[src/rtl/capfnv_pkg.sv]
// Shared types, constants and the FNV-1a round function for the capability tag unit.
`default_nettype none
package capfnv_pkg;

    localparam int Lanes = 4;
    localparam int KeyLen = 32;
    localparam int MsgBits = 96;
    localparam int Rounds = MsgBits / 8;

    localparam logic [63:0] FnvBasis = 64'hcbf29ce484222325;
    localparam logic [63:0] FnvPrimeLow = 64'd435;
    localparam int FnvPrimeShift = 40;

    localparam logic [7:0] SecretKey [0:KeyLen-1] = '{
        8'h01, 8'h23, 8'h45, 8'h67, 8'h89, 8'hab, 8'hcd, 8'hef,
        8'hfe, 8'hdc, 8'hba, 8'h98, 8'h76, 8'h54, 8'h32, 8'h10,
        8'h55, 8'haa, 8'h55, 8'haa, 8'h00, 8'h11, 8'h22, 8'h33,
        8'h44, 8'h55, 8'h66, 8'h77, 8'h88, 8'h99, 8'haa, 8'hbb
    };

    typedef logic [63:0] t_lane;
    typedef t_lane [Lanes-1:0] t_lanes;

    typedef struct packed {
        logic               opcode;
        logic [MsgBits-1:0] msg;
        t_lanes             given;
        t_lanes             hash;
    } t_stage;

    typedef struct packed {
        t_lanes tag;
        logic   match;
    } t_result;

    function automatic t_lane fnv_mix(input t_lane h, input logic [7:0] b);
        t_lane x;
        x = h ^ {56'd0, b};
        return (x << FnvPrimeShift) + (x * FnvPrimeLow);
    endfunction

    function automatic t_lane key_state(input logic [1:0] lane);
        t_lane h;
        h = FnvBasis + {62'd0, lane};
        for (int i = 0; i < KeyLen; i++) begin
            h = fnv_mix(h, SecretKey[i]);
        end
        return h;
    endfunction

    localparam t_lanes KeyState = {key_state(2'd3), key_state(2'd2),
                                   key_state(2'd1), key_state(2'd0)};

endpackage
`default_nettype wire

[src/rtl/capfnv_round.sv]
// One pipeline stage that folds one message byte into all four hash lanes.
`default_nettype none
module capfnv_round (
    input  wire logic               i_clk,
    input  wire logic               i_rst_n,
    input  wire logic               i_valid,
    output logic                    o_ready,
    input  wire capfnv_pkg::t_stage i_data,
    output logic                    o_valid,
    input  wire logic               i_ready,
    output capfnv_pkg::t_stage      o_data
);

    logic               r_valid;
    capfnv_pkg::t_stage r_data;
    capfnv_pkg::t_stage n_data;

    assign o_ready = !r_valid || i_ready;
    assign o_valid = r_valid;
    assign o_data  = r_data;

    always_comb begin
        n_data     = i_data;
        n_data.msg = i_data.msg >> 8;
        for (int k = 0; k < capfnv_pkg::Lanes; k++) begin
            n_data.hash[k] = capfnv_pkg::fnv_mix(i_data.hash[k], i_data.msg[7:0]);
        end
    end

    always_ff @(posedge i_clk) begin
        if (!i_rst_n) begin
            r_valid <= 1'b0;
        end else if (o_ready) begin
            r_valid <= i_valid;
        end
    end

    always_ff @(posedge i_clk) begin
        if (o_ready && i_valid) begin
            r_data <= n_data;
        end
    end

endmodule
`default_nettype wire

[config.mk]
export PLATFORM = sky130hd
export DESIGN_NAME = capfnv_round
export DESIGN_NICKNAME = d
export VERILOG_FILES = /design/src/rtl/capfnv_pkg.sv /design/src/rtl/capfnv_round.sv
export SDC_FILE = /design/constraint.sdc
export NUM_CORES = 2
export LEC_CHECK = 0
export ABC_AREA = 0
export BUFFER_PORTS_ARGS = -buffer_cell sky130_fd_sc_hd__buf_2
export CAP_MARGIN = 20
export CORE_AREA = 2 2 472 474
export CTS_BUF_LIST = sky130_fd_sc_hd__clkbuf_16
export CTS_CLUSTER_DIAMETER = 100
export DETAILED_ROUTE_END_ITERATION = 10
export DIE_AREA = 0 0 474 476
export PLACE_DENSITY = 0.55
export SYNTH_ARGS = -nofsm -noshare
export SYNTH_HDL_FRONTEND = slang
export SYNTH_SLANG_ARGS = --single-unit
export TNS_END_PERCENT = 1
[constraint.sdc]
create_clock -name i_clk -period 45 [get_ports i_clk]
set_clock_uncertainty 0.05 [all_clocks]
set_input_delay 4.5 -clock i_clk [delete_from_list [all_inputs] [get_ports i_clk]]
set_output_delay 4.5 -clock i_clk [all_outputs]
set_load 0.005 [all_outputs]
== Word level (Yosys, flattened, before mapping) ==
Index checks and enable logic that the tools add are counted.

* Input port bits: 613
* Register bits: 602
* Output and inout port bits: 611
* Logic and storage cells: 26

* Add/sub/neg operators: 4
* Multipliers: 4
* Reduce and logical (&&, ||, !) cells: 3
* Bitwise operators: 4

{| class="wikitable"
|+ Operator list
! cell !! count
|-
| 64-bit adder || 4
|-
| 64-bit by 9-bit multiplier with 64-bit output (second input constant) || 4
|-
| 64-bit by 8-bit XOR with 64-bit output || 4
|-
| 1-bit logical AND || 1
|-
| 1-bit zero test || 1
|-
| 1-bit logical OR || 1
|}

== Depth between registers and ports, before layout ==
* Word-level depth: 3
* Mapped depth: 25
* Depth with buffers taken out: 23

== Worst setup path before layout ==
No wires, ideal clock.

* Path kind: input-to-reg
* From: input i_ready
* To: register r_data, in the netlist o_data[0] (enable)
* Data required time: 43903 ps
* Path buffers: 0
* Data arrival time: 18218 ps
* Stages: 2
* Library setup time: 1047 ps
* Path slack: 25685 ps
* Cells stage by stage: nand2b_1 -> and2_1

* Longest elaborated chain between the ends: 2

{| class="wikitable"
|+ RTL lines
! what !! RTL line !! text
|-
| start: declaration || capfnv_round.sv:10 || <nowiki>input wire logic i_ready,</nowiki>
|-
| 1-bit logical OR || capfnv_round.sv:18 || <nowiki>assign o_ready = !r_valid || i_ready;</nowiki>
|-
| 1-bit logical AND || capfnv_round.sv:39 || <nowiki>if (o_ready && i_valid) begin</nowiki>
|-
| end signal: assignment || capfnv_round.sv:40 || <nowiki>r_data <= n_data;</nowiki>
|-
| end: declaration || capfnv_round.sv:15 || <nowiki>capfnv_pkg::t_stage r_data;</nowiki>
|}

Every way passes these cells.
A chain may end at the register's enable or synchronous reset.

==> results.py <==
metrics = {
    "route": {
        "via_per_inst": 4.63,
        "drtIter0Drc": 3573,
        "vias": 48700,
        "finalWirelength_mm": 282,
        "wl_per_cell_um": 26.8,
        "ant_nets": 0,
        "drt_pass1_iterations": 6,
        "drc": 0,
    },
    "synthesis": {
        "avgSynthCellArea_um2": 10.8,
        "synth_top_family_by_area": "adder cells",
        "synthArstFlopShare_pct": 0,
        "synthMuxAreaShare_pct": 0.0155,
        "synth_ff_type": "edfxtp_1",
        "synth_edf_count": 601,
        "yosysUniqueCellTypes": 95,
        "synth_top_cell_by_area": "edfxtp_1",
        "synthAdderAreaFrac_pct": 41.3,
        "synth_xor_xnor_area_share_pct": 6.89,
        "yosys.area_share.simple_pct": 4.45,
        "synth-compound-area-share_pct": 8.99,
        "yosysSeqAreaShare_pct": 27.9,
        "syn-cell-area_um2": 64700,
        "syn_inst": 5966,
        "synth_warnings": 0,
        "ys_top_cells_by_area": "edfxtp_1, fa_1, ha_1",
        "netlist.area_leader.share_pct": 27.9,
        "ys_ff_latch": 602,
    },
    "layout": {
        "syn_to_final_growth_pct": 20.4,
        "layout_common_cells": "inv_1, buf_2, fa_1, ha_1, edfxtp_1",
        "drive_above_1_share_pct": 19.5,
        "layout.cells.non_filler": 10500,
        "fin_nets": 9433,
        "fillers": 22500,
        "final_common_cell": "inv_1",
    },
    "pwr": {
        "p_leak_nw": 39.3,
        "peakVddDrop_v": 0.0000581,
        "p_per_area_nw_per_um2": 96.6,
    },
    "critical_path": {
        "cp_max_fo": 5,
        "cp-start-kind": "input pin",
        "endpoint_kind": "flip-flop",
        "timing_worst_setup_path_type": "in2reg",
        "critPathArrivalTime_ns": 11.43,
        "required_ns": 45.44,
    },
    "die": {
        "core_um2": 221000,
        "die-area_um2": 226000,
        "io_pins": 1224,
        "die_y_um": 476,
        "num_rows": 173,
        "start_util_pct": 29.3,
        "die_w_um": 474,
    },
    "clock_network": {
        "post_cts_buffers": 0,
        "cts_tree": "yes",
        "clock_latency_ns": 0.72,
        "clkTransAtPathRegs_ns": 0.05,
        "cts_inserted_buffers": 84,
        "post_cts_resized": 0,
        "htreeDepth": 3,
        "cts-root-buf": "clkbuf_16",
        "cts.sinks": 602,
        "hold_buffers": 0,
        "cts_buffer_depth": 3,
    },
    "timing": {
        "rsz0062_at_grt": "false",
        "min_period_over_period_pct": 24.4,
        "fin_tns_setup_ns": 0,
        "fmax_mhz": 90.9,
        "setup_violations": 0,
        "worstMarginPinSlew_ns": 1.09,
        "slew_violations": 0,
        "period_needed_ns": 11.00,
        "relSlewSlack_pct": 26.8,
        "hold_viol": 0,
        "hold_slack_ns": 0.495,
    },
    "placed_design": {
        "place_congestion": 1.00,
        "dp.cells": 10100,
        "dp_hpwl_mm": 247,
        "port_buffers": 1215,
    },
    "grt": {
        "antenna_found_initial": 148,
        "grt_max_degree": 75,
        "overflow": 0,
        "grt_pass1_vias": 49000,
        "grtUsageTotal_pct": 24.5,
        "grt_pass1_wl_mm": 381,
    },
    "flow_run": {
        "maxCapViolations": 0,
    },
    "status": {
        "status": "completed",
    },
    "worst_hold_path": {
        "hold_path.class": "reg2reg",
    },
}
[critical path, stage by stage]
cell and delay [ns]:
buf_2 0.18, xnor2_1 0.84, inv_1 0.32, ha_1 0.34, xor2_1 0.23, ha_1 0.22, or2_2 0.30, fa_1 0.59
fa_1 0.46, ha_1 0.29, ha_1 0.33, o21ai_0 0.19, nand2b_1 0.10, a41o_1 0.38, a2111oi_2 0.72, nor3_1 0.23
o221ai_1 0.42, a21oi_1 0.21, a211o_1 0.30, a21oi_1 0.17, xnor2_1 0.08
[worst paths after layout]
kind	endpoint	cells after the start	slack, ns	from
max reg2reg	o_data[450]$_DFFE_PP_	6	40.47	o_valid$_SDFFE_PN0N_
max	o_data[188]$_DFFE_PP_	21	34.00	i_data[512]
min	o_valid$_SDFFE_PN0N_	2	0.49	o_valid$_SDFFE_PN0N_
min reg2reg	o_valid$_SDFFE_PN0N_	2	0.49	o_valid$_SDFFE_PN0N_
[area by class of cell]
class	instances	area (um^2)	area share, %
clock buffer	84	2100	2.70
inverter	1691	6350	8.15
antenna	292	731	0.938
clock inverter	71	850	1.09
timing repair buffer	1227	6170	7.93
multi-input combinational	3586	39900	51.2
tap	2975	3720	4.78
sequential	602	18100	23.2
[per-layer routing]
layer	track usage [%]	vias up	routed length, um	part of all wire (%)
li1	-	21900	-	-
met1	27.4	24500	103000	37
met2	40.5	1846	136000	48
met3	5.47	504	18800	6.7
met4	19.4	46	24200	8.6
met5	0	-	288	0.10
[registers in the layout, indices dropped and copies added, names as in the netlist]
register and count:
o_data 601, o_valid 1
[metrics by stage]
stage | power [mW] | setup WS, ns | util [%] | instance area, um^2
2_1_floorplan | 4.98 | 25.68 | - | 64700
3_3_place_gp | 6.74 | 33.00 | 33.6 | 74200
3_5_place_dp | 6.74 | 33.29 | 33.6 | 74200
4_1_cts | 7.55 | 34.10 | 34.9 | 77200
5_1_grt | 8.21 | 33.70 | 35.2 | 77800
6_report | 7.53 | 34.00 | 35.2 | 77900
[synth_stat cells (all sizes together) (9+ instances only)]
library cell     n
inv           1691
a211o           13
a2111oi         10
xor2           229
nand2          155
a21oi          239
nor3            26
a211oi          24
xnor2          280
nand3           57
ha             784
nand2b          26
nor2           123
o21ai          150
fa             844
nor4             9
buf             13
nand4           37
and3            37
edfxtp         601
and2            22
a21o           215
nor2b           46
clkbuf          81
or3             10
a31oi           28
o211ai          11
o21a            35
o21bai          27
[power by group]
group / leakage [nW] / switching (mW) / internal, mW
Sequential: 5.82 / 0.101 / 1.04
Combinational: 32.1 / 3.45 / 2.21
Clock: 1.46 / 0.310 / 0.414
[cell families after synthesis]
logic type                 after synthesis
AOI/OAI and AO/OA                      864
adders and majority gates             1628
buffers and inverters                 1785
muxes                                    1
DFF                                    602
xor gates and xnor gates               509
and+or+nand+nor                        576
other                                    1
Note: power is estimated with default switching activity, not from simulation.
