**config.mk**
```make
export PLATFORM = sky130hd
export DESIGN_NAME = capfnv_cmp
export DESIGN_NICKNAME = d
export VERILOG_FILES = /design/src/rtl/capfnv_pkg.sv /design/src/rtl/capfnv_cmp.sv
export SDC_FILE = /design/constraint.sdc
export NUM_CORES = 1
export LEC_CHECK = 0
export ABC_AREA = 1
export BUFFER_PORTS_ARGS = -buffer_cell sky130_fd_sc_hd__buf_4
export CORE_AREA = 3 3 340 342
export CTS_CLUSTER_DIAMETER = 200
export DETAILED_ROUTE_END_ITERATION = 16
export DIE_AREA = 0 0 343 345
export GPL_ROUTABILITY_DRIVEN = 0
export PLACE_DENSITY = 0.3
export SETUP_SLACK_MARGIN = 0.5
export SLEW_MARGIN = 20
export SYNTH_ARGS = -nofsm -noshare
export SYNTH_HDL_FRONTEND = slang
export SYNTH_SLANG_ARGS = --single-unit
```
**constraint.sdc**
```tcl
create_clock -name i_clk -period 12.4 [get_ports i_clk]
set_input_delay 0 -clock i_clk [delete_from_list [all_inputs] [get_ports i_clk]]
set_output_delay 0 -clock i_clk [all_outputs]
set_load 0.005 [all_outputs]
```
**src/rtl/capfnv_pkg.sv**
```systemverilog
// Shared types, constants and the FNV-1a round function for the capability tag unit.
`default_nettype none
package capfnv_pkg;

    localparam int Lanes = 4;
    localparam int KeyLen = 32;
    localparam int MsgBits = 96;
    localparam int Rounds = MsgBits / 8;

    localparam logic [63:0] FnvBasis = 64'hcbf29ce484222325;
    localparam logic [63:0] FnvPrimeLow = 64'd435;
    localparam int FnvPrimeShift = 40;

    localparam logic [7:0] SecretKey [0:KeyLen-1] = '{
        8'h01, 8'h23, 8'h45, 8'h67, 8'h89, 8'hab, 8'hcd, 8'hef,
        8'hfe, 8'hdc, 8'hba, 8'h98, 8'h76, 8'h54, 8'h32, 8'h10,
        8'h55, 8'haa, 8'h55, 8'haa, 8'h00, 8'h11, 8'h22, 8'h33,
        8'h44, 8'h55, 8'h66, 8'h77, 8'h88, 8'h99, 8'haa, 8'hbb
    };

    typedef logic [63:0] t_lane;
    typedef t_lane [Lanes-1:0] t_lanes;

    typedef struct packed {
        logic               opcode;
        logic [MsgBits-1:0] msg;
        t_lanes             given;
        t_lanes             hash;
    } t_stage;

    typedef struct packed {
        t_lanes tag;
        logic   match;
    } t_result;

    function automatic t_lane fnv_mix(input t_lane h, input logic [7:0] b);
        t_lane x;
        x = h ^ {56'd0, b};
        return (x << FnvPrimeShift) + (x * FnvPrimeLow);
    endfunction

    function automatic t_lane key_state(input logic [1:0] lane);
        t_lane h;
        h = FnvBasis + {62'd0, lane};
        for (int i = 0; i < KeyLen; i++) begin
            h = fnv_mix(h, SecretKey[i]);
        end
        return h;
    endfunction

    localparam t_lanes KeyState = {key_state(2'd3), key_state(2'd2),
                                   key_state(2'd1), key_state(2'd0)};

endpackage
`default_nettype wire

```
**src/rtl/capfnv_cmp.sv**
```systemverilog
// Final stage that compares the computed tag with the supplied one and holds the result.
`default_nettype none
module capfnv_cmp (
    input  wire logic               i_clk,
    input  wire logic               i_rst_n,
    input  wire logic               i_valid,
    output logic                    o_ready,
    input  wire capfnv_pkg::t_stage i_data,
    output logic                    o_valid,
    input  wire logic               i_ready,
    output capfnv_pkg::t_result     o_result
);

    logic                r_valid;
    capfnv_pkg::t_result r_result;
    capfnv_pkg::t_result n_result;

    assign o_ready  = !r_valid || i_ready;
    assign o_valid  = r_valid;
    assign o_result = r_result;

    always_comb begin
        n_result.tag   = i_data.hash;
        n_result.match = i_data.opcode && (i_data.hash == i_data.given);
    end

    always_ff @(posedge i_clk) begin
        if (!i_rst_n) begin
            r_valid <= 1'b0;
        end else if (o_ready) begin
            r_valid <= i_valid;
        end
    end

    always_ff @(posedge i_clk) begin
        if (o_ready && i_valid) begin
            r_result <= n_result;
        end
    end

endmodule
`default_nettype wire

```
# ---- After elaboration in Yosys (flattened, before gate mapping)
# Index checks and enable logic that the tools add are counted.
dict set report word_totals {
  elab_cells 11
  mem_count 0
  out_inout_bits 259
  ff_bits 258
  mem_bits_rw 0
  input_bits 613
  romBits 0
  latchBits 0
}
dict set report classes {
  div_mod_pow 0
  bitwise_logic 0
  n_reduce_logical 4
  shifts 0
  multipliers 0
  add_sub_neg 0
  n_mux 0
  order_cmp 0
  n_eq_ne 1
}
# operator n
set op_table {}
lappend op_table {{$eq 256x256->1} 1}
lappend op_table {{$logic_and 1x1->1} 2}
lappend op_table {{$logic_not 1->1} 1}
lappend op_table {{$logic_or 1x1->1} 1}

# ---- Logic depth before layout (Yosys ltp)
# Gate-level depths: netlist of run 1.
dict set report depth {
  word_depth 3
  ltp_mapped 12
  mapped_depth_nobuf 12
}

# ---- Worst setup path before layout of run 1
# No wires, ideal clock.
dict set report synth_timing {
  path_type {reg2reg}
  start {reg r_valid (netlist: o_valid)}
  end {reg r_result, in the netlist o_result[0], enable pin}
  setup_ns 0.959
  t_arrival_ns 12.678
  slack_ns -1.237
  period_less_slack_ns 13.637
  stages_incl_launch_ff 2
  cell_sequence {dfxtp_1 > a21oi_1}
}
dict set report synth_between {
  elab_chain_len 3
}
# item line
set synth_rtl {}
lappend synth_rtl {{from (decl)} capfnv_cmp.sv:14} ;# logic r_valid;
lappend synth_rtl {{from (signal assigned)} capfnv_cmp.sv:31} ;# r_valid <= i_valid;
lappend synth_rtl {{$logic_not 1->1} capfnv_cmp.sv:18} ;# assign o_ready = !r_valid || i_ready;
lappend synth_rtl {{$logic_or 1x1->1} capfnv_cmp.sv:18}
lappend synth_rtl {{$logic_and 1x1->1} capfnv_cmp.sv:36} ;# if (o_ready && i_valid) begin
lappend synth_rtl {{to (signal assigned)} capfnv_cmp.sv:37} ;# r_result <= n_result;
lappend synth_rtl {{to (decl)} capfnv_cmp.sv:15} ;# capfnv_pkg::t_result r_result;
# No other way between the ends.
# A chain may end at the register's enable or synchronous reset.

# ---- Final worst setup path of run 1
dict set report layout_timing {
  start {reg r_valid (netlist: o_valid)}
  end {reg r_result, in the netlist o_result[152], enable pin}
}
# The elaborated chain is that of the path after synthesis.

==> flow_summary.yaml, run 1 <==
power_and_ir_drop:
  internal_power_mw: 1.90
  p_sw_share_pct: 26.6
  pwr-share-seq_pct: 40.1
  power_density_mw_per_mm2: 110
  clockPowerShare_pct: 40.8
  peakVddDrop_mv: 0.0703
  comb_power_share_pct: 19.1
  power_switching_mw: 0.688
  p_leak_nw: 10.8
yosys:
  synth_cell_types: 18
  synth_top_area_share_pct: 64.1
  synth_edf_count: 257
  avgSynthCellArea_um2: 9.75
  yosysMostFrequentCell: "nand2_1"
  synth_nets: 1848
  synth_warnings: 0
  synth.area.top_cells: "edfxtp_1 64%, nand2_1 12%, inv_1 8.6%"
  ys_ff_latch: 258
  synth_area_mm2: 0.0120
  yosys_most_used_dff: "edfxtp_1"
  yosys.area.top_type: "edfxtp_1"
  netlist_top_cells_count: "399 x nand2_1, 275 x inv_1, 257 x edfxtp_1, 111 x nor2_1, 71 x xnor2_1"
  synth-async-reset-ratio_pct: 0
  netlist_instances: 1235
  ys_seq_area_share_pct: 64.3
die:
  die_y_um: 345
  fp-row-count: 123
  core_area_mm2: 0.113
  die_area_mm2: 0.118
  start_util_pct: 10.7
  dieWidth_um: 343
  io_pins: 872
route:
  routed_via_density: 3.20
  first_iter_violations: 480
  drt_drc_violations_left: 0
  routed_wl_mm: 76.7
  drt_first_pass_iters: 5
  ant_nets: 0
  wl_per_cell_um: 20.0
  num_vias: 12300
timing:
  fmax_mhz: 326
  tns_ns: 0
  slew_headroom_pct: 37.6
  fin_skew_ns: 0.0263
  drv_slew: 0
  fin_crit_sh_pct: 24.8
  tightest_slew_ns: 0.926
  rsz0062_at_grt: "false"
  hold_viol: 0
  period_minus_slack_ns: 3.07
  fin_hold_ws_ns: 0.153
  setup_violations: 0
placement:
  place.port_buffers: 775
  place_hpwl_mm: 65.5
  dpl.cell_count: 3516
cts:
  ctsLongestPathBuffers: 3
  ctsResizeCount: 0
  numClockSinks: 258
  insertion_delay_ns: 0.58
  cts_root_buffer: "clkbuf_16"
  ctsHoldBuffers: 260
  post-cts-setup-buffers: 0
  path_clk_slew_ns: 0.06
  cts_tree: "built"
  cts_buffers: 38
  htree_levels: 2
global_route:
  grt_pass1_wl_mm: 102
  grt_overflow: 0
  track_usage_pct: 12.4
  grt_pass1_vias: 13300
  grt_max_degree: 62
  antenna_found_initial: 10
setup_path:
  slowest_delay_ns: 0.78
  worstPathMaxFanout: 61
  critPathSlowestCell: "buf_4"
  end_kind: "flop"
  cp.arrival_ns: 3.26
  start_kind: "flop"
  critical_path_buf_inv_count: 3
  path_cells: "a21oi_4 -> buf_4 -> buf_4 -> buf_4"
  path_common_cell: "buf_4"
  critical-path-top-delay-family: "buffers and inverters"
  cp_data_required_time_ns: 12.59
  worstSetupPathType: "reg -> reg"
final_layout:
  fin_util_pct: 20.9
  nets: 2929
  drive_gt1_share_pct: 35.8
  fin_cells: 3845
  area_growth_pct: 95.7
flow_run:
  cap_violations: 0
status:
  outcome: "finished clean"
min_path:
  hold_class: "in -> reg"
-- logic make-up (layout without fill, tap and decap cells) --
family          after synthesis  count (layout)  share of synthesized area [%]
compound gates               79              79                           3.70
flops                       258             258                           64.3
simple gates                537             537                           17.2
buf+inv                     275            1383                           8.57
xor+xnor                     86              86                           6.26
other cells                   0               2                              0
-- routing by layer --
layer / vias up / part of all wire [%] / track usage [%]
li1: 6053 / - / -
met1: 5638 / 42 / 15.0
met2: 560 / 48 / 21.3
met3: 57 / 9.0 / 4.33
met4: 2 / 1.4 / 2.13
met5: - / 0.026 / 0
-- cell usage in the layout (no fill, tap or decap), drive strengths merged, types with 3 or more instances in the layout --
cell type    Yosys  final
o22ai           31     31
xnor2           71     71
nand2          399    399
nor3             3      3
o21ai           43     43
buf              0    781
xor2            15     15
clkbuf           0     45
nand3            5      5
inv            275    277
nand4           17     17
clkinv           0     16
nor2           111    111
dlygate4sd3      0    260
edfxtp         257    257
-- power by group through the flow --
stage               registers (mW)  logic [mW]  clock network [mW]
finish                        1.04       0.496                1.06
global route                  1.04       0.546                1.14
CTS                           1.04       0.514                1.12
detailed placement            1.06       0.441                   0
global placement              1.06       0.440                   0
floorplan                     1.07       0.109                   0
-- final timing paths --
path,start,to,slack (ns),cells past startpoint
worst min register to register,o_valid$_SDFFE_PN0N_,o_result[46]$_DFFE_PP_,1.00,2
worst max-delay path,o_valid$_SDFFE_PN0N_,o_result[152]$_DFFE_PP_,9.33,4
worst max register to register,o_valid$_SDFFE_PN0N_,o_result[152]$_DFFE_PP_,9.33,4
worst min-delay path,i_data[15],o_result[16]$_DFFE_PP_,0.15,2
-- layout make-up --
class | count | area (µm²)
tap | 1500 | 1880
antenna | 2 | 5.00
sequential | 258 | 7740
multi-input combinational | 702 | 3280
fill | 12600 | 89100
clock inverter | 22 | 165
clock buffer | 45 | 998
timing repair buffer | 1041 | 8470
inverter | 275 | 1030
-- per-stage QoR --
stage | cell area, µm² | worst slack (ns) | power, mW
after floorplan | 12000 | 4.39 | 1.18
after global placement | 19800 | 9.02 | 1.50
after detailed placement | 19800 | 8.96 | 1.50
after CTS | 23600 | 9.28 | 2.67
after global routing | 23600 | 9.13 | 2.73
final | 23600 | 9.33 | 2.59
-- state kept, by name, indices dropped and copies added, names as in the netlist --
signal	flops
o_valid	1
o_result	257
(Power assumes the default switching activity.)
==> inputs of run 2 (changes only) <==
Settings changed: ABC_AREA 1 to 0.
Clock period 12.4 ns to 2.65 ns, I/O delays scaled along.
==> run 2 against run 1 <==
Clock-buffer cell count rose by 3. Non-clock buffer count rose by 24. Area after synthesis fell by 8.6%. Register-to-register slack got worse by 8.5 ns. Sequential share of layout area rose by 0.89 points. Die area did not move. Critical path depth rose by 5. Total power rose to 4.9 times the previous value. Critical path type is now in -> reg. Critical endpoint is now o_result[0]$_DFFE_PP_.
==> flow_summary.yaml, run 2 <==
status:
  outcome: "finished clean"
final_layout:
  layout_commonest_cell: "buf_4"
  largest_reg_flops: 257
  final_cell_mix: "802 x buf_4, 258 x dlygate4sd3_1, 257 x edfxtp_1"
  nets: 2451
  area_growth_pct: 108
  drive_gt1_share_pct: 47.2
  fillerInstances: 12300
cts:
  htree_levels: 2
  cts_buffers: 40
  cts_tree: "built"
  ctsLongestPathBuffers: 3
  numClockSinks: 258
  cts_root_buffer: "clkbuf_16"
  insertion_delay_ns: 0.60
  path_clk_slew_ns: 0.06
  post-cts-setup-buffers: 0
yosys:
  ys_seq_area_share_pct: 70.3
  synth_cell_types: 34
  synth_edf_count: 257
  ys_ff_latch: 258
  synth_warnings: 0
  synth-async-reset-ratio_pct: 0
  netlist_instances: 731
  synth_nets: 1344
  synth.area.top_cells: "edfxtp_1 70%, xor2_1 7.7%, xnor2_1 3.5%"
  yosysMostFrequentCell: "edfxtp_1"
  netlist_top_cells_count: "257 x edfxtp_1, 101 x inv_1, 97 x xor2_1, 44 x xnor2_1, 40 x nor4_1"
  synth_top_area_share_pct: 70.1
  yosys_most_used_dff: "edfxtp_1"
  yosys.area.top_type: "edfxtp_1"
  avgSynthCellArea_um2: 15.1
  synth_area_mm2: 0.0110
route:
  wl_met3_mm: 7.38
  num_vias: 10900
  drt_drc_violations_left: 0
  first_iter_violations: 461
  m1WireLength_mm: 37.0
  drt_first_pass_iters: 4
  wl_per_cell_um: 24.9
  routed_wl_mm: 83.8
  routed_via_density: 3.22
  route.met2.wl_mm: 38.1
  top_layer_used: "met5"
  ant_nets: 0
setup_path:
  worstPathMaxFanout: 3
  cp_data_required_time_ns: 3.09
  end_kind: "flop"
  worstSetupPathType: "in -> reg"
  reg2reg_from: "o_valid$_SDFFE_PN0N_"
  cp.arrival_ns: 2.50
  crit_start: "i_data[169]"
  start_kind: "input pin"
timing:
  drv_slew: 0
  tightest_slew_ns: 1.00
  slew_headroom_pct: 32.9
  rsz0062_at_grt: "false"
  fin_hold_ws_ns: 0.0795
  setup_violations: 0
  fmax_mhz: 486
  hold_viol: 0
  fin_skew_ns: 0.0235
  period_minus_slack_ns: 2.06
  fin_crit_sh_pct: 77.7
global_route:
  antenna_found_initial: 24
  grt_pass1_vias: 12100
  grt_max_degree: 43
  track_usage_pct: 13.7
  grt_overflow: 0
  grt_pass1_wl_mm: 108
die:
  io_pins: 872
  start_util_pct: 9.77
  die_area_mm2: 0.118
  fp-row-count: 123
  die_y_um: 345
  dieWidth_um: 343
  core_area_mm2: 0.113
flow_run:
  cap_violations: 0
power_and_ir_drop:
  peakVddDrop_mv: 0.468
  finalPower_mw: 12.6
  power_density_mw_per_mm2: 549
  p_leak_nw: 9.53
min_path:
  hold_class: "in -> reg"
  hold_start: "i_data[401]"
placement:
  place_hpwl_mm: 71.6
  place.port_buffers: 775
## run 2: cell types whose count changed after synthesis, sizes merged, moves of 9 or more
cell	before	now
a2111oi	0	12
a22o	1	12
inv	275	102
nand2	399	0
nand2b	0	29
nor2	111	1
nor2b	0	23
nor4	0	40
o2111ai	0	9
o21ai	43	0
o2bb2ai	0	18
xnor2	71	44
xor2	15	97
## run 2: report_power, final
group	leakage (nW)	internal, mW	switching [mW]
clock network	0.610	3.16	2.21
logic	6.42	1.26	1.10
registers	2.50	4.78	0.0912
## run 2: final timing paths
path,end,slack (ns),cells past startpoint
worst max-delay path,o_result[0]$_DFFE_PP_,0.59,9
worst min-delay path,o_result[0]$_DFFE_PP_,0.08,5
worst min register to register,o_result[107]$_DFFE_PP_,1.00,2
worst max register to register,o_result[49]$_DFFE_PP_,0.82,3
## run 2: through the flow
stage	area (µm²)	utilization, %	setup TNS, ns	worst slack [ns]	std cells
2_1_floorplan	11000	-	-8.29	-0.0322	731
3_3_place_gp	19000	16.9	-0.470	-0.470	3037
3_5_place_dp	19000	16.9	-0.0835	-0.0835	3038
4_1_cts	22900	20.3	0	0.501	3366
5_1_grt	22900	20.4	0	0.503	3366
6_report	22900	20.4	0	0.592	3373
## run 2: layout make-up
class	count	area, µm²	area share (%)
Inverter	102	383	1.67
Multi-Input combinational cell	371	2980	13.0
Timing Repair Buffer	1065	8690	37.9
Clock buffer	48	1030	4.49
Antenna cell	7	17.5	0.0763
Clock inverter	22	234	1.02
Tap cell	1500	1880	8.18
Sequential cell	258	7740	33.7
## run 2: cells by family (layout without fill, tap and decap cells)
kind of cell	count (synthesis)	in the layout	synth area share, %
DFF	258	258	70.3
xor gates and xnor gates	141	141	11.2
and+or+nand+nor	128	128	7.31
AOI/OAI and AO/OA	102	102	7.71
buffers and inverters	102	1237	3.48
other	0	7	0
## run 2: what timing repair did
item | in CTS | in global routing
resized for setup | 0 | 12
endpoints found under the hold margin | 257 | 0
endpoints found under the setup margin | 0 | 1
hold buffers | 258 | 0
## run 2: per-layer routing
layer / track usage (%) / vias up
li1: - / 4996
met1: 17.7 / 5263
met2: 21.8 / 517
met3: 4.89 / 65
met4: 2.62 / 10
met5: 0 / -
## run 2: critical path, stage by stage
cell           delay (ns)
dlygate4sd3_1        0.54
buf_4                0.12
nor2b_1              0.11
a2111o_1             0.46
nor4_1               0.36
nand4_1              0.37
nor3_2               0.22
buf_4                0.14
and4_1               0.18
==> inputs of run 3 (changes only) <==
Settings changed: CORE_AREA 3 3 340 342 to 3 3 342 344, DIE_AREA 0 0 343 345 to 0 0 345 347.
Clock period 2.65 ns to 2.1 ns, I/O delays scaled along.
==> run 3 against run 2 <==
Worst hold slack better by 0.022 ns. Non-clock buffer count up 28. Routed wire length grew 3.1%. Sequential power up 26%. Design area grew 2.0%.
==> flow_summary.yaml, run 3 (same netlist as run 2, synthesis figures left out) <==
final_layout:
  layout_commonest_cell: "buf_4"
  final_cell_mix: "816 x buf_4, 259 x dlygate4sd3_1, 257 x edfxtp_1"
  nets: 2478
  final_area_mm2: 0.0234
  drive_gt1_share_pct: 48.4
  multi_input_area_mm2: 0.00309
  fillerInstances: 12600
  fin_cells: 3412
  largest_reg_flops: 257
  fin_util_pct: 20.5
  area_growth_pct: 113
  regArea_mm2: 0.00774
setup_path:
  end_kind: "flop"
  r2r_cells: 4
  start_kind: "input pin"
  reg2reg_from: "o_valid$_SDFFE_PN0N_"
  r2r-end: "o_result[219]$_DFFE_PP_"
  cp_data_required_time_ns: 2.56
  worstPathMaxFanout: 2
  critPathSlowestCell: "nor4_1"
  rrSetupSlack_ns: 0.56
  path_common_cell: "buf_4"
  slowest_delay_ns: 0.79
  cp.arrival_ns: 2.12
  critical_path_buf_inv_count: 3
  path_cells: "buf_4 -> inv_2 -> o22ai_1 -> nor4_1 -> buf_4 -> nand4_1 -> nor4_4 -> and4_1"
  worstSetupPathType: "in -> reg"
  critical-path-top-delay-family: "simple AND/OR/NAND/NOR gates"
die:
  dieWidth_um: 345
  io_pins: 872
  start_util_pct: 9.64
  die_area_mm2: 0.120
  core_area_mm2: 0.114
  fp-row-count: 124
  die_y_um: 347
placement:
  pre_cts_ws_ns: -1.24
  dpl.cell_count: 3074
  place_area_mm2: 0.0193
  place.port_buffers: 775
  place_hpwl_mm: 72.3
power_and_ir_drop:
  peakVddDrop_mv: 0.447
  power_density_mw_per_mm2: 678
  finalPower_mw: 15.9
  p_leak_nw: 9.73
timing:
  fin_hold_ws_ns: 0.102
  setup_ws_ns: 0.448
  fin_crit_sh_pct: 78.7
  tns_ns: 0
  hold_viol: 0
  tightest_slew_ns: 0.948
  rsz0062_at_grt: "true"
  drv_slew: 0
  period_minus_slack_ns: 1.65
  fmax_mhz: 605
  fin_skew_ns: 0.0200
  setup_violations: 0
  slew_headroom_pct: 36.2
min_path:
  hold_depth: 5
  hold_start: "i_data[309]"
  hold_class: "in -> reg"
  whs_endpoint: "o_result[0]$_DFFE_PP_"
global_route:
  grt_overflow: 0
  track_usage_pct: 13.8
  grt_pass1_vias: 12400
  grt_max_degree: 45
  grt_pass1_wl_mm: 112
  antenna_found_initial: 17
route:
  drt_drc_violations_left: 0
  first_iter_violations: 462
  routed_via_density: 3.25
  drt_first_pass_iters: 5
  wl_per_cell_um: 25.3
  routed_wl_mm: 86.4
  ant_nets: 0
  num_vias: 11100
cts:
  cts_root_buffer: "clkbuf_16"
  cts_buffers: 39
  path_clk_slew_ns: 0.06
  numClockSinks: 258
  cts_tree: "built"
  htree_levels: 2
  ctsLongestPathBuffers: 3
  insertion_delay_ns: 0.58
status:
  outcome: "finished clean"
flow_run:
  cap_violations: 0
[run 3: cell count changes in the layout (fill, tap and decap cells not counted), sizes merged]
| cell | change |
|---|---|
| clkinv | -6 |
| clkinvlp | +5 |
| inv | -1 |
| clkbuf | +4 |
| buf | +25 |
| dlygate4sd3 | +1 |
| bufinv | -1 |
[run 3: where the power goes]
group | total, mW | internal [mW] | leakage, nW | switching (mW)
Combinational | 3.09 | 1.67 | 6.65 | 1.43
Clock | 6.65 | 3.87 | 0.580 | 2.77
Sequential | 6.13 | 6.03 | 2.50 | 0.0947
Total | 15.9 | 11.6 | 9.73 | 4.29
[run 3: worst max path at each step]
stage	slack [ns]	cells after the start	startpoint	end
after floorplan	-0.58	2	o_valid$_SDFFE_PN0N_	o_result[0]$_DFFE_PP_
after global placement	-1.19	9	i_data[233]	o_result[0]$_DFFE_PP_
after detailed placement	-1.24	8	i_data[398]	o_result[0]$_DFFE_PP_
after CTS	0.34	7	i_data[481]	o_result[0]$_DFFE_PP_
after global routing	0.37	9	i_data[489]	o_result[0]$_DFFE_PP_
final	0.45	8	i_data[31]	o_result[0]$_DFFE_PP_
[run 3: area by class of cell]
class / count / share of cell area, %
timing repair buffer: 1093 / 38.6
clock buffer: 50 / 4.44
sequential: 258 / 33.1
inverter: 102 / 1.64
tap: 1512 / 8.09
clock inverter: 19 / 0.850
antenna: 7 / 0.0749
multi-input combinational: 371 / 13.2
[run 3: layer usage]
layer / wire (µm) / vias up / global-route usage, %
met3: 8080 / 86 / 5.72
met5: 80 / - / 0
met4: 1730 / 12 / 3.47
met2: 38400 / 527 / 21.2
li1: - / 5055 / -
met1: 38200 / 5396 / 17.8
[run 3: repair_timing]
| item | in CTS | in global routing |
|---|---|---|
| buffers inserted | 1 | 0 |
| gates cloned | 0 | 2 |
| resized for setup | 24 | 18 |
| endpoints found under the hold margin | 258 | 0 |
| pin swaps | 6 | 6 |
| hold buffers | 259 | 0 |
| endpoints found under the setup margin | 1 | 68 |
[run 3: tightest hold or removal path, delay by kind of cell]
kind / cells / cell delay (ns)
and+or+nand+nor: 3 / 0.37
AOI/OAI and AO/OA: 1 / 0.07
buffers and inverters: 1 / 0.08
